$ cat config.mk
export PLATFORM = sky130hd
export DESIGN_NAME = adc_average_to_bcd_display_core
export DESIGN_NICKNAME = d
export VERILOG_FILES = /design/src/hw/rtl/adc_avg_pkg.sv /design/src/hw/rtl/adc_avg_accum.sv /design/src/hw/rtl/adc_avg_conv.sv /design/src/hw/rtl/adc_avg_disp.sv /design/src/hw/rtl/adc_average_to_bcd_display_core.sv
export VERILOG_INCLUDE_DIRS = /design/src /design/src/hw/rtl
export SDC_FILE = /design/constraint.sdc
export NUM_CORES = 1
export LEC_CHECK = 0
export ABC_AREA = 1
export BUFFER_PORTS_ARGS = -buffer_cell sky130_fd_sc_hd__buf_2
export CORE_MARGIN = 2
export CORE_UTILIZATION = 55
export DETAILED_ROUTE_END_ITERATION = 10
export PLACE_DENSITY = 0.81
export SLEW_MARGIN = 20
export SYNTH_ARGS = -nofsm -noshare
export SYNTH_HDL_FRONTEND = slang
export SYNTH_SLANG_ARGS = --single-unit
$ cat constraint.sdc
create_clock -name clk -period 8.3 [get_ports clk]
set_input_delay 0.415 -clock clk [delete_from_list [all_inputs] [get_ports clk]]
set_output_delay 0.415 -clock clk [all_outputs]
set_load 0.1 [all_outputs]
$ cat src/hw/rtl/adc_average_to_bcd_display_core_assert.svh
// Assertion macros shared by the voltmeter RTL.
// Each macro expects clk and arst_n to be visible where it is used.
`ifndef ADC_AVERAGE_TO_BCD_DISPLAY_CORE_ASSERT_SVH
`define ADC_AVERAGE_TO_BCD_DISPLAY_CORE_ASSERT_SVH

// The consequent must hold in the same cycle as the antecedent.
`define ADC_AVG_ASSERT_SAME(lbl, ante, cons, msg) \
	lbl: assert property (@(posedge clk) disable iff (!arst_n) (ante) |-> (cons)) \
		else $error(msg);

// The consequent must hold in the cycle after the antecedent.
`define ADC_AVG_ASSERT_NEXT(lbl, ante, cons, msg) \
	lbl: assert property (@(posedge clk) disable iff (!arst_n) (ante) |=> (cons)) \
		else $error(msg);

`endif

$ cat src/hw/rtl/adc_avg_pkg.sv
package adc_avg_pkg;

	// Item kind carried on the slave-side tuser.
	localparam logic FUNC_SAMPLE = 1'b0;
	localparam logic FUNC_TICK   = 1'b1;

	// Refresh ticks per start-conversion pulse, minus one.
	localparam logic [4:0] TICK_LAST = 5'd25;

	// Scaling of the average to tenths of a volt: (avg * 33 + 511) / 1023.
	localparam logic [15:0] SCALE_MUL  = 16'd33;
	localparam logic [15:0] ROUND_OFS  = 16'd511;
	localparam logic [10:0] FULL_SCALE = 11'd1023;
	localparam logic [5:0]  DEC_BASE   = 6'd10;

	// One display result.
	typedef struct packed {
		logic [6:0] segments;
		logic       digit_select;
		logic       start_conversion;
	} disp_res_t;

	// Seven-segment pattern, bit 0 is segment a. Codes above nine show a nine.
	function automatic logic [6:0] seg_pattern(input logic [3:0] digit);
		logic [6:0] pat;
		case (digit)
			4'd0: pat = 7'h3F;
			4'd1: pat = 7'h06;
			4'd2: pat = 7'h5B;
			4'd3: pat = 7'h4F;
			4'd4: pat = 7'h66;
			4'd5: pat = 7'h6D;
			4'd6: pat = 7'h7D;
			4'd7: pat = 7'h07;
			4'd8: pat = 7'h7F;
			default: pat = 7'h67;
		endcase
		return pat;
	endfunction

endpackage

$ cat src/hw/rtl/adc_avg_accum.sv
// Sums converter readings in groups and hands each finished group sum onward.
module adc_avg_accum #(
	parameter int SAMPLES_PER_GROUP = 8,
	localparam int SUM_W = 10 + $clog2(SAMPLES_PER_GROUP),
	localparam int COUNT_W = (SAMPLES_PER_GROUP > 1) ? $clog2(SAMPLES_PER_GROUP) : 1
) (
	input  logic             clk,
	input  logic             arst_n,
	input  logic             sample_en,
	input  logic [9:0]       sample,
	output logic             grp_done,
	output logic [SUM_W-1:0] grp_sum
);

	logic [SUM_W-1:0]   sum_q;
	logic [COUNT_W-1:0] count_q;

	assign grp_sum  = sum_q + SUM_W'(sample);
	assign grp_done = sample_en && (count_q == COUNT_W'(SAMPLES_PER_GROUP - 1));

	always_ff @(posedge clk or negedge arst_n) begin
		if (!arst_n) begin
			sum_q   <= '0;
			count_q <= '0;
		end else if (sample_en) begin
			if (grp_done) begin
				sum_q   <= '0;
				count_q <= '0;
			end else begin
				sum_q   <= grp_sum;
				count_q <= count_q + COUNT_W'(1);
			end
		end
	end

endmodule

$ cat src/hw/rtl/adc_avg_conv.sv
// Turns a finished group sum into the two BCD digits on display. The average comes
// from a reciprocal multiply, is scaled to tenths of a volt and split into digits,
// and the value is stored at the edge that closes the group.
module adc_avg_conv #(
	parameter int SAMPLES_PER_GROUP = 8,
	localparam int SUM_W = 10 + $clog2(SAMPLES_PER_GROUP)
) (
	input  logic             clk,
	input  logic             arst_n,
	input  logic             grp_done,
	input  logic [SUM_W-1:0] grp_sum,
	output logic [7:0]       shown
);

	// floor(x / N) == (x * ceil(2^K / N)) >> K for x < 2^SUM_W when 2^(K-SUM_W) >= N.
	localparam int DIV_SH  = SUM_W + $clog2(SAMPLES_PER_GROUP);
	localparam int RECIP   = ((2 ** DIV_SH) + SAMPLES_PER_GROUP - 1) / SAMPLES_PER_GROUP;
	localparam int RECIP_W = DIV_SH + 1;
	localparam int PROD_W  = SUM_W + RECIP_W;

	logic [7:0]        shown_q;
	logic [PROD_W-1:0] prod;
	logic [9:0]        avg;
	logic [15:0]       scaled;
	logic [5:0]        quot0;
	logic [10:0]       rem0;
	logic [5:0]        volts;
	logic [1:0]        tens;
	logic [5:0]        units;

	assign prod = PROD_W'(grp_sum) * PROD_W'(RECIP_W'(RECIP));
	assign avg  = prod[DIV_SH +: 10];

	always_comb begin
		scaled = 16'(avg) * adc_avg_pkg::SCALE_MUL + adc_avg_pkg::ROUND_OFS;
		// x = q*1024 + r = q*1023 + (q + r), and q + r stays below twice 1023.
		quot0  = scaled[15:10];
		rem0   = 11'(scaled[9:0]) + 11'(quot0);
		volts  = (rem0 >= adc_avg_pkg::FULL_SCALE) ? quot0 + 6'd1 : quot0;
		if (volts >= 6'd30) begin
			tens = 2'd3;
		end else if (volts >= 6'd20) begin
			tens = 2'd2;
		end else if (volts >= adc_avg_pkg::DEC_BASE) begin
			tens = 2'd1;
		end else begin
			tens = 2'd0;
		end
		units = volts - 6'(tens) * adc_avg_pkg::DEC_BASE;
	end

	always_ff @(posedge clk or negedge arst_n) begin
		if (!arst_n) begin
			shown_q <= '0;
		end else if (grp_done) begin
			shown_q <= {2'b00, tens, units[3:0]};
		end
	end

	assign shown = shown_q;

endmodule

$ cat src/hw/rtl/adc_avg_disp.sv
// Display multiplexing: picks the digit for each refresh tick, alternating
// tens and units, and raises the start pulse once every 26 ticks.
module adc_avg_disp (
	input  logic                   clk,
	input  logic                   arst_n,
	input  logic                   tick_en,
	input  logic [7:0]             shown,
	output adc_avg_pkg::disp_res_t res
);

	logic [4:0] tick_count_q;
	logic       high_next_q;
	logic       at_last;
	logic [3:0] digit;

	assign at_last = (tick_count_q == adc_avg_pkg::TICK_LAST);
	assign digit   = high_next_q ? shown[7:4] : shown[3:0];

	assign res.segments         = adc_avg_pkg::seg_pattern(digit);
	assign res.digit_select     = high_next_q;
	assign res.start_conversion = at_last;

	always_ff @(posedge clk or negedge arst_n) begin
		if (!arst_n) begin
			tick_count_q <= '0;
			high_next_q  <= 1'b1;
		end else if (tick_en) begin
			tick_count_q <= at_last ? 5'd0 : tick_count_q + 5'd1;
			high_next_q  <= !high_next_q;
		end
	end

endmodule

$ cat src/hw/rtl/adc_average_to_bcd_display_core.sv
// Channel  Dir  tdata                                   tuser
// s_*      in   [9:0] sample, [15:10] zero              [0] func (0 sample, 1 tick)
// m_*      out  [6:0] segments, [7] start_conversion    [0] digit_select (1 tens)
//
// Every request passes an input register; a tick moves on to the output register
// when free, a sample gives no result. A new request can be taken in every cycle
// unless a tick stalls. A sample that closes a group is averaged, scaled and stored
// in the cycle it leaves the input register, so a tick right behind it sees the value.
// arst_n clears all control state; the display starts on the tens digit showing 00.
// A stalled master side holds a tick in the input register and stops the slave side.

`include "adc_average_to_bcd_display_core_assert.svh"

module adc_average_to_bcd_display_core #(
	parameter int SAMPLES_PER_GROUP = 8
) (
	input  logic        clk,
	input  logic        arst_n,
	input  logic        s_tvalid,
	output logic        s_tready,
	input  logic [15:0] s_tdata,   // [9:0] sample, [15:10] unused
	input  logic        s_tuser,   // [0] func
	output logic        m_tvalid,
	input  logic        m_tready,
	output logic [7:0]  m_tdata,   // [6:0] segments, [7] start_conversion
	output logic        m_tuser    // [0] digit_select
);

	localparam int SUM_W = 10 + $clog2(SAMPLES_PER_GROUP);

	// Input register.
	logic       in_valid_s1;
	logic       func_s1;
	logic [9:0] sample_s1;

	// Output register.
	logic                   m_tvalid_q;
	adc_avg_pkg::disp_res_t res_q;

	logic                   in_acc;
	logic                   tick_s1;
	logic                   out_free;
	logic                   fire_s1;
	logic                   sample_en;
	logic                   tick_en;
	logic                   grp_done;
	logic [SUM_W-1:0]       grp_sum;
	logic [7:0]             shown;
	adc_avg_pkg::disp_res_t disp_res;

	// A tick needs a free output register. The displayed value is always current,
	// since a closing sample stores it at the edge where it leaves the input register.
	// Samples always move on.
	assign tick_s1   = (func_s1 == adc_avg_pkg::FUNC_TICK);
	assign out_free  = !m_tvalid_q || m_tready;
	assign fire_s1   = in_valid_s1 && (!tick_s1 || out_free);
	assign sample_en = fire_s1 && !tick_s1;
	assign tick_en   = fire_s1 && tick_s1;

	assign s_tready = !in_valid_s1 || fire_s1;
	assign in_acc   = s_tvalid && s_tready;

	always_ff @(posedge clk or negedge arst_n) begin
		if (!arst_n) begin
			in_valid_s1 <= 1'b0;
			m_tvalid_q  <= 1'b0;
		end else begin
			if (in_acc) begin
				in_valid_s1 <= 1'b1;
			end else if (fire_s1) begin
				in_valid_s1 <= 1'b0;
			end
			if (tick_en) begin
				m_tvalid_q <= 1'b1;
			end else if (m_tready) begin
				m_tvalid_q <= 1'b0;
			end
		end
	end

	always_ff @(posedge clk) begin
		if (in_acc) begin
			func_s1   <= s_tuser;
			sample_s1 <= s_tdata[9:0];
		end
		if (tick_en) begin
			res_q <= disp_res;
		end
	end

	adc_avg_accum #(
		.SAMPLES_PER_GROUP(SAMPLES_PER_GROUP)
	) u_accum (
		.clk      (clk),
		.arst_n   (arst_n),
		.sample_en(sample_en),
		.sample   (sample_s1),
		.grp_done (grp_done),
		.grp_sum  (grp_sum)
	);

	adc_avg_conv #(
		.SAMPLES_PER_GROUP(SAMPLES_PER_GROUP)
	) u_conv (
		.clk     (clk),
		.arst_n  (arst_n),
		.grp_done(grp_done),
		.grp_sum (grp_sum),
		.shown   (shown)
	);

	adc_avg_disp u_disp (
		.clk    (clk),
		.arst_n (arst_n),
		.tick_en(tick_en),
		.shown  (shown),
		.res    (disp_res)
	);

	assign m_tvalid = m_tvalid_q;
	assign m_tdata  = {res_q.start_conversion, res_q.segments};
	assign m_tuser  = res_q.digit_select;

	// A tick is only taken when the output register can hold its result.
	`ADC_AVG_ASSERT_SAME(a_tick_needs_room, tick_en, out_free, "tick taken into a full output")
	// A request that cannot move on stays unchanged in the input register.
	`ADC_AVG_ASSERT_NEXT(a_input_held, in_valid_s1 && !fire_s1,
		in_valid_s1 && $stable(func_s1) && $stable(sample_s1), "waiting request changed")
	// Only ticks load a result; a sample leaves the output side untouched.
	`ADC_AVG_ASSERT_NEXT(a_sample_no_result, sample_en && !tick_en && m_tvalid_q && !m_tready,
		m_tvalid_q && $stable(res_q), "sample disturbed a pending result")

endmodule

==> flow_summary.json, run 1 <==
{
  "skew_ns": 0.00559,
  "drc": 0,
  "stdcell_area_mm2": 0.00447,
  "gp_congestion": 0.918,
  "slowest_delay_ns": 0.39,
  "met1_usage_pct": 26.0,
  "final_core_util_pct": 61.9,
  "r2r-start": "u_accum.sum_q[0]",
  "yosys_warnings": 0,
  "synth-simple-area-share_pct": 27.2,
  "status": "finished, final reports clean",
  "rsz0062_at_grt": "false",
  "port-buffer-count": 25,
  "grt_use_met2_pct": 37.8,
  "globalRouteTotalUtil_pct": 20.9,
  "finalCriticalPeriod_ns": 7.61,
  "required_ns": 8.49,
  "slew_headroom_pct": 52.6,
  "clock_sinks": 50,
  "synthCells": 507,
  "layout_common_cells": "nand2_1 (112), inv_1 (73), ha_1 (49)",
  "avgViaCountPerCell": 5.37,
  "ys_seq_area_share_pct": 33.1,
  "tightest_slew_ns": 0.705,
  "nNetsFinal": 612,
  "fin_setup_tns_ns": 0,
  "hpwl_um": 6420,
  "core_mm2": 0.00721,
  "grt_pass1_wl_um": 14400,
  "syn_area_mm2": 0.00409,
  "arrival_ns": 7.80,
  "cts_max_level": 2,
  "via_count": 3421,
  "final_common_cell": "nand2_1",
  "grt_max_degree": 31,
  "grtUsageMet3_pct": 3.94,
  "cts_tree": "yes",
  "synth_xor_area_share_pct": 4.74,
  "clockBufferDepth": 2,
  "die_w_um": 90.2,
  "cts_root_buffer": "clkbuf_8",
  "dp.cells": 629,
  "maxCapViolations": 0,
  "cts_made_buffers": 5,
  "ant_nets": 0,
  "first_pass_iters": 4,
  "fmax_ghz": 0.131,
  "busiest_layer": "met2",
  "dieArea_mm2": 0.00814,
  "clkTransAtPathRegs_ns": 0.08,
  "slowest_stage": "fa_1",
  "crit_start": "u_accum.sum_q[0]",
  "synth.area.mux_share_pct": 0,
  "antenna_found_initial": 0,
  "criticalPathCategory": "reg -> reg",
  "avgSynthCellArea_um2": 8.06,
  "hold_buffers": 0,
  "wl_per_cell_um": 12.7,
  "drt_iter0_markers": 113,
  "synthToLayoutAreaGrowth_pct": 9.30,
  "synth_top_family_by_area": "simple AND/OR/NAND/NOR gates",
  "initial_core_util_pct": 56.7,
  "yosysUniqueCellTypes": 41,
  "synth_nets": 582,
  "die_y_um": 90.2,
  "setup_violations": 0,
  "crit_path_start_kind": "flop",
  "finalHoldViolations": 0,
  "grt.overflow.total": 0,
  "slew_viol_final": 0,
  "period_share_pct": 91.7,
  "yosys.area_share.adder_pct": 17.3,
  "end_kind": "flop",
  "clock_latency_ns": 0.30,
  "routed_wirelength_um": 8120,
  "hp-class": "in -> async",
  "dpl_cell_area_mm2": 0.00433,
  "insertedDiodeCount": 0,
  "stdcell_count": 637,
  "num_io_pins": 32,
  "rows": 31,
  "synth-seq-cells": 50,
  "synth-compound-area-share_pct": 10.4,
  "layout-drive-gt1-share_pct": 15.8,
  "first_global_vias": 3345,
  "cp_max_fo": 7
}
-- layer usage --
metal	vias up	wire, µm
met5	-	0
met4	0	84
met3	11	272
met2	62	4170
met1	1612	3590
li1	1736	-
-- cell families (layout without fill, tap and decap cells) --
kind of cell / count (synthesis) / count (layout)
simple gates: 231 / 231
xor+xnor: 20 / 20
compound gates: 73 / 73
flops: 50 / 50
buf+inv: 79 / 110
fa+ha+maj: 54 / 54
-- layout make-up --
class / count / area, µm²
Clock buffer: 8 / 111
Fill cell: 638 / 2750
Inverter: 76 / 285
Multi-Input combinational cell: 378 / 2460
Sequential cell: 50 / 1350
Tap cell: 99 / 124
Timing Repair Buffer: 26 / 133
-- worst paths after layout --
kind / endpoint / slack (ns) / cells after the start
max: u_conv.shown[3] / 0.69 / 50
min in group clk: sample_s1[2] / 0.29 / 1
min: u_accum.sum_q[2] / 0.15 / 1
min reg2reg: u_conv.shown[2] / 0.48 / 2
max in group asynchronous: u_conv.shown[4] / 7.70 / 1
max reg2reg: u_conv.shown[3] / 0.69 / 50
-- what timing repair did --
| item | CTS | global route |
|---|---|---|
| setup buffers | 0 | 0 |
| gates resized for setup | 0 | 5 |
| endpoints found under the setup margin | 0 | 2 |
-- cells in the mapped netlist --
library cell	instances	area share (%)
a22o_1	3	0.64
o22ai_1	5	0.76
a31oi_1	2	0.31
a21oi_2	3	0.64
dfstp_2	1	0.64
nand3b_1	3	0.55
a2111oi_0	1	0.21
dfrtp_1	29	18
inv_2	3	0.28
xnor2_1	2	0.43
nor3_1	6	0.73
o21bai_1	2	0.37
nor3_4	1	0.40
nand3_2	7	1.7
o21ai_0	26	3.2
a21oi_1	24	2.9
fa_1	4	2.0
o311ai_1	1	0.21
nand2_1	112	10
nand3_4	1	0.43
buf_2	1	0.12
nand3_1	31	3.8
nor3b_1	1	0.18
o211ai_1	2	0.37
xor2_4	1	0.67
a21o_2	1	0.21
or2_1	1	0.15
xor2_1	17	3.6
or2_2	2	0.31
nor2_1	31	2.8
ha_1	50	15
a21boi_1	1	0.18
and3_1	1	0.15
clkbuf_1	2	0.18
inv_1	73	6.7
nor2_2	2	0.31
nand2_4	4	1.1
nand4_1	5	0.76
edfxtp_1	20	15
a21o_1	2	0.37
nand2_2	23	3.5
-- worst max-delay path, delay by kind of cell, from the launching register on --
kind,cells,cell delay [ns]
adder cells (fa/ha/maj),10,2.79
AND/OR/NAND/NOR,22,1.92
AO/OA/AOI/OAI,6,1.14
buffers and inverters,9,0.68
XOR/XNOR,3,0.60
flip-flops,1,0.36
-- flip-flops by register name (all words and copies together) (netlist names) --
register and flops:
u_disp.high_next_q 1, func_s1 1, m_tvalid 1, u_accum.count_q 3
in_valid_s1 1, u_disp.tick_count_q 5, m_tuser 1, sample_s1 10
m_tdata 8, u_accum.sum_q 13, u_conv.shown 6
-- metrics by stage --
| step | setup slack, ns | hold WS (ns) |
|---|---|---|
| final | 0.689 | 0.152 |
| after global routing | 0.0496 | 0.195 |
| after CTS | 0.477 | 0.169 |
| after detailed placement | 0.493 | 0.467 |
| after global placement | 0.767 | 0.458 |
| after floorplan | 1.42 | 0.119 |
Power of run 1 is left out: the tool's default activity adds up to more than one toggle a clock period on the data nets, which glitch-free logic cannot reach.
==> run 2, diff against run 1 <==
Settings changed: ABC_AREA 1 to not set.
==> run 2 against run 1 <==
The flow now finishes with violations (setup timing). Via count is 5.9% higher. Worst setup slack worse by 0.83 ns. Utilization is 8.2 points higher. Clock-buffer cell count is 2 lower. Maximum frequency is 9.9% lower. Clock skew is 0.0055 ns higher. Die area is 1.6% higher. Register-to-register slack worse by 0.83 ns.
==> flow_summary.json, run 2 <==
{
  "cp_max_fo": 6,
  "synth_top_area_share_pct": 17.5,
  "first_global_vias": 3595,
  "yosysUniqueCellTypes": 69,
  "globalRouteTotalUtil_pct": 23.8,
  "port-buffer-count": 25,
  "insertedDiodeCount": 0,
  "grt_pass1_wl_um": 16300,
  "antenna_found_initial": 0,
  "stdcell_area_mm2": 0.00512,
  "clock_sinks": 50,
  "core_mm2": 0.00729,
  "drt_iter0_markers": 264,
  "wl_per_cell_um": 15.5,
  "avgSynthCellArea_um2": 9.43,
  "finalHoldViolations": 0,
  "dpl_cell_area_mm2": 0.00487,
  "layout_common_cells": "buf_4 (50), ha_1 (40), nand2_1 (35)",
  "netlist_top_cells_count": "ha_1 (50), nand2_1 (36), nor2_1 (33), dfrtp_1 (29), inv_1 (29)",
  "hpwl_um": 7460,
  "hold_buffers": 0,
  "synthCells": 441,
  "reg2reg_slack_ns": -0.14,
  "syn_area_mm2": 0.00416,
  "nNetsFinal": 591,
  "clkTransAtPathRegs_ns": 0.10,
  "avgViaCountPerCell": 5.88,
  "cts_root_buffer": "clkbuf_8",
  "synth_nets": 516,
  "r2r-start": "u_accum.sum_q[0]",
  "cts_made_buffers": 5,
  "yosys.area.top_type": "dfrtp_1",
  "hp-class": "in -> async",
  "routed_wirelength_um": 9560,
  "synthArstFlopShare_pct": 60.0,
  "gp_congestion": 0.922,
  "end_kind": "flop",
  "tightest_slew_ns": 0.863,
  "synthToLayoutAreaGrowth_pct": 23.1,
  "grt_max_degree": 31,
  "die_y_um": 90.9,
  "synthTopCellsByArea": "dfrtp_1 (17%), ha_1 (15%), edfxtp_1 (14%), o21ai_0 (3.4%), nand2_1 (3.3%)",
  "largest_reg_flops": 13,
  "slowest_stage": "fa_1",
  "grt.overflow.total": 0,
  "maxCapViolations": 0,
  "rr_endpoint": "u_conv.shown[3]",
  "setup_violations": 1,
  "period_share_pct": 102,
  "via_count": 3623,
  "ant_nets": 0,
  "layout_setup_ws_ns": -0.144,
  "slowest_delay_ns": 0.53,
  "required_ns": 8.51,
  "final_common_cell": "buf_4",
  "clockBufferDepth": 2,
  "hold_ws_ns": 0.146,
  "num_io_pins": 32,
  "status": "finished, violations left",
  "yosys_warnings": 0,
  "crit_path_start_kind": "flop",
  "slew_viol_final": 0,
  "ff2ff_path_depth": 38,
  "skew_ns": 0.0111,
  "fmax_ghz": 0.118,
  "cts_tree": "yes",
  "yosysMostFrequentCell": "ha_1",
  "dieArea_mm2": 0.00827,
  "pre_cts_slack_ns": -0.244,
  "initial_core_util_pct": 57.0,
  "violations": "setup timing",
  "drc": 0,
  "criticalPathCategory": "reg -> reg",
  "die_w_um": 90.9,
  "ys_seq_area_share_pct": 32.5,
  "arrival_ns": 8.65,
  "synth-seq-cells": 50,
  "slew_headroom_pct": 42.5,
  "synth_flop_cell": "dfrtp_1",
  "synth_edf_count": 20,
  "largest-register": "u_accum.sum_q",
  "rsz0062_at_grt": "true",
  "layout-drive-gt1-share_pct": 27.7,
  "cts_max_level": 2,
  "first_pass_iters": 5,
  "clock_latency_ns": 0.31,
  "rows": 31,
  "finalCriticalPeriod_ns": 8.44
}
run 2: cell types whose count changed after synthesis, moves of 5 or more:
cell / before / now
a21o_1: 2 / 12
a22o_1: 3 / 9
and2_1: 0 / 5
inv_1: 73 / 29
mux2i_1: 0 / 5
nand2_1: 112 / 36
nand2_2: 23 / 0
nand2b_1: 0 / 13
nand3_1: 31 / 12
nand3_2: 7 / 0
nor2b_1: 0 / 6
or3_1: 0 / 5
xnor2_1: 2 / 14
run 2: area by class of cell:
type                            instances  area, µm²
Multi-Input combinational cell        353       2940
Sequential cell                        50       1350
Clock buffer                            6       72.6
Clock inverter                          2       15.0
Fill cell                             549       2180
Timing Repair Buffer                   75        500
Tap cell                               99        124
Inverter                               31        116
run 2: logic make-up after synthesis:
kind of cell             after synthesis  share of synthesized area, %
flip-flops                            50                          32.5
multiplexers                           7                          1.75
adder cells (fa/ha/maj)               54                          17.0
AO/OA/AOI/OAI                        123                          20.7
buffers and inverters                 38                          3.61
XOR/XNOR                              32                          7.98
AND/OR/NAND/NOR                      137                          16.5
run 2: what timing repair did:
| item | 4_1_cts | 5_1_grt |
|---|---|---|
| gates resized for setup | 8 | 15 |
| pin swaps | 15 | 14 |
| setup endpoints to repair | 1 | 1 |
| buffers inserted | 6 | 3 |
run 2: worst max-delay path: cells and delay by family (launching register included):
kind                     cells  cell delay [ns]
AO/OA/AOI/OAI                9             1.45
XOR/XNOR                     2             0.25
adder cells (fa/ha/maj)      8             2.43
buffers and inverters        6             0.58
flip-flops                   1             0.37
multiplexers                 1             0.13
AND/OR/NAND/NOR             12             3.15
run 2: per-layer routing:
| metal | up-vias | GRT usage [%] | share of wire, % |
|---|---|---|---|
| met5 | - | 0 | 0 |
| met4 | 0 | 8.59 | 2.5 |
| met3 | 25 | 2.90 | 4.2 |
| met2 | 106 | 42.0 | 51 |
| met1 | 1734 | 29.8 | 43 |
| li1 | 1758 | - | - |
run 2: worst max path at each step:
stage	end	startpoint	slack (ns)
after floorplan	u_conv.shown[3]	u_accum.sum_q[0]	0.02
after global placement	u_conv.shown[3]	u_accum.sum_q[0]	-0.06
after detailed placement	u_conv.shown[3]	u_accum.sum_q[0]	-0.24
after CTS	u_conv.shown[3]	u_accum.sum_q[0]	-0.1
after global routing	u_conv.shown[3]	u_accum.sum_q[0]	-0.50
final	u_conv.shown[3]	u_accum.sum_q[0]	-0.14
run 2: per-stage QoR:
step           setup TNS (ns)  utilization, %  instances
5_1_grt                -0.495            70.2        616
3_5_place_dp           -0.244            66.8        600
4_1_cts               -0.0955            68.8        613
2_1_floorplan               0               -        441
3_3_place_gp          -0.0613            66.8        600
6_report               -0.144            70.2        616
Power of run 2 is left out for the same reason.
==> run 3, diff against run 2 <==
Settings changed: GPL_ROUTABILITY_DRIVEN set to 0.
Clock period 8.3 ns to 9.3 ns, I/O delays scaled along.
==> run 3 against run 2 <==
The run now ends clean. Sequential share of layout area up 1.9 points. Die area did not move. Non-clock buffer count is 30 lower. Worst hold slack better by 0.053 ns. Register-to-register slack gained 0.54 ns. Utilization shrank 4.7 points. Clock-buffer cell count is 1 lower. Design area down 6.7%. Sequential cell count is the same. Worst setup slack improved by 0.54 ns. Wire length down 3.2%. Largest cell class unchanged.
==> flow_summary.json, run 3 (synthesized netlist as in run 2, its figures left out) <==
{
  "nNetsFinal": 561,
  "period_share_pct": 95.7,
  "core_mm2": 0.00729,
  "cts_max_level": 2,
  "dieArea_mm2": 0.00827,
  "crit_path_start_kind": "flop",
  "skew_ns": 0.00718,
  "die_w_um": 90.9,
  "synthToLayoutAreaGrowth_pct": 14.8,
  "drc": 0,
  "rows": 31,
  "slowest_stage": "fa_1",
  "status": "finished, final reports clean",
  "criticalPathCategory": "reg -> reg",
  "cts_root_buffer": "clkbuf_8",
  "maxCapViolations": 0,
  "critPathMostFrequentCell": "a21o_1",
  "finalHoldViolations": 0,
  "stdcell_area_mm2": 0.00477,
  "port-buffer-count": 25,
  "drt_iter0_markers": 255,
  "clkTransAtPathRegs_ns": 0.10,
  "clock_sinks": 50,
  "slew_headroom_pct": 43.0,
  "clockBufferDepth": 2,
  "required_ns": 9.51,
  "end_kind": "flop",
  "cts_made_buffers": 5,
  "dpl_cell_area_mm2": 0.00450,
  "tightest_slew_ns": 0.852,
  "layout_common_cells": "ha_1 (43), nand2_1 (36), nor2_1 (33)",
  "die_y_um": 90.9,
  "cp_max_fo": 6,
  "hpwl_um": 7020,
  "reg2reg_slack_ns": 0.40,
  "ff2ff_path_depth": 38,
  "arrival_ns": 9.11,
  "initial_core_util_pct": 57.0,
  "ant_nets": 0,
  "slew_viol_final": 0,
  "layout-drive-gt1-share_pct": 19.3,
  "final_common_cell": "ha_1",
  "first_pass_iters": 5,
  "grt.overflow.total": 0,
  "antenna_found_initial": 0,
  "finalCriticalPeriod_ns": 8.90,
  "grt_max_degree": 31,
  "first_global_vias": 3470,
  "cts_tree": "yes",
  "num_io_pins": 32,
  "insertedDiodeCount": 0,
  "clock_latency_ns": 0.31,
  "setup_violations": 0,
  "avgViaCountPerCell": 5.99,
  "grt_pass1_wl_um": 15600,
  "routed_wirelength_um": 9260,
  "slowest_delay_ns": 0.56,
  "hp-class": "in -> async",
  "via_count": 3511,
  "largest_reg_flops": 13,
  "largest-register": "u_accum.sum_q",
  "globalRouteTotalUtil_pct": 22.7,
  "fmax_ghz": 0.112,
  "r2r-start": "u_accum.sum_q[0]",
  "crit_buf_inv": 5,
  "rr_endpoint": "u_conv.shown[3]",
  "wl_per_cell_um": 15.8,
  "critical_path.top_delay_family": "simple AND/OR/NAND/NOR gates"
}
==> run 3: area by class of cell <==
class / instances / area [µm²]
clock buffer: 5 / 68.8
clock inverter: 3 / 42.5
fill: 609 / 2520
inverter: 31 / 116
multi-input combinational: 353 / 2790
sequential: 50 / 1350
tap: 99 / 124
timing repair buffer: 45 / 275
==> run 3: per-layer routing <==
metal	vias up	GRT usage [%]	share of wire [%]	wire length, µm
met5	-	0	0	0
met4	0	6.06	1.9	179
met3	16	3.65	4.6	427
met2	96	40.7	52	4790
met1	1705	28.2	42	3860
li1	1694	-	-	-
==> run 3: timing repair <==
action	CTS	global route
hold buffers	0	0
resized for setup	3	21
endpoints found under the setup margin	1	1
buffers inserted	1	2
pin swaps	2	5
==> run 3: how the worst max path moves through the flow <==
stage / startpoint / end / slack, ns / cells after the start
2_1_floorplan: u_accum.sum_q[0] / u_conv.shown[3] / 0.22 / 38
3_3_place_gp: u_accum.sum_q[0] / u_conv.shown[3] / 0.14 / 36
3_5_place_dp: u_accum.sum_q[0] / u_conv.shown[3] / -0.19 / 38
4_1_cts: u_accum.sum_q[0] / u_conv.shown[3] / 0.01 / 41
5_1_grt: u_accum.sum_q[0] / u_conv.shown[3] / -0.005 / 40
6_report: u_accum.sum_q[0] / u_conv.shown[3] / 0.40 / 38
==> run 3: through the flow <==
| step | cells | setup slack (ns) | hold slack, ns | setup TNS, ns | utilization [%] |
|---|---|---|---|---|---|
| floorplan | 441 | 0.215 | 0.169 | 0 | - |
| global placement | 575 | 0.144 | 0.462 | 0 | 61.7 |
| detailed placement | 575 | -0.194 | 0.470 | -0.194 | 61.7 |
| CTS | 584 | 0.0143 | 0.220 | 0 | 63.7 |
| global route | 586 | -0.00509 | 0.254 | -0.00509 | 65.5 |
| finish | 586 | 0.399 | 0.199 | 0 | 65.5 |
Power of run 3 is left out for the same reason.
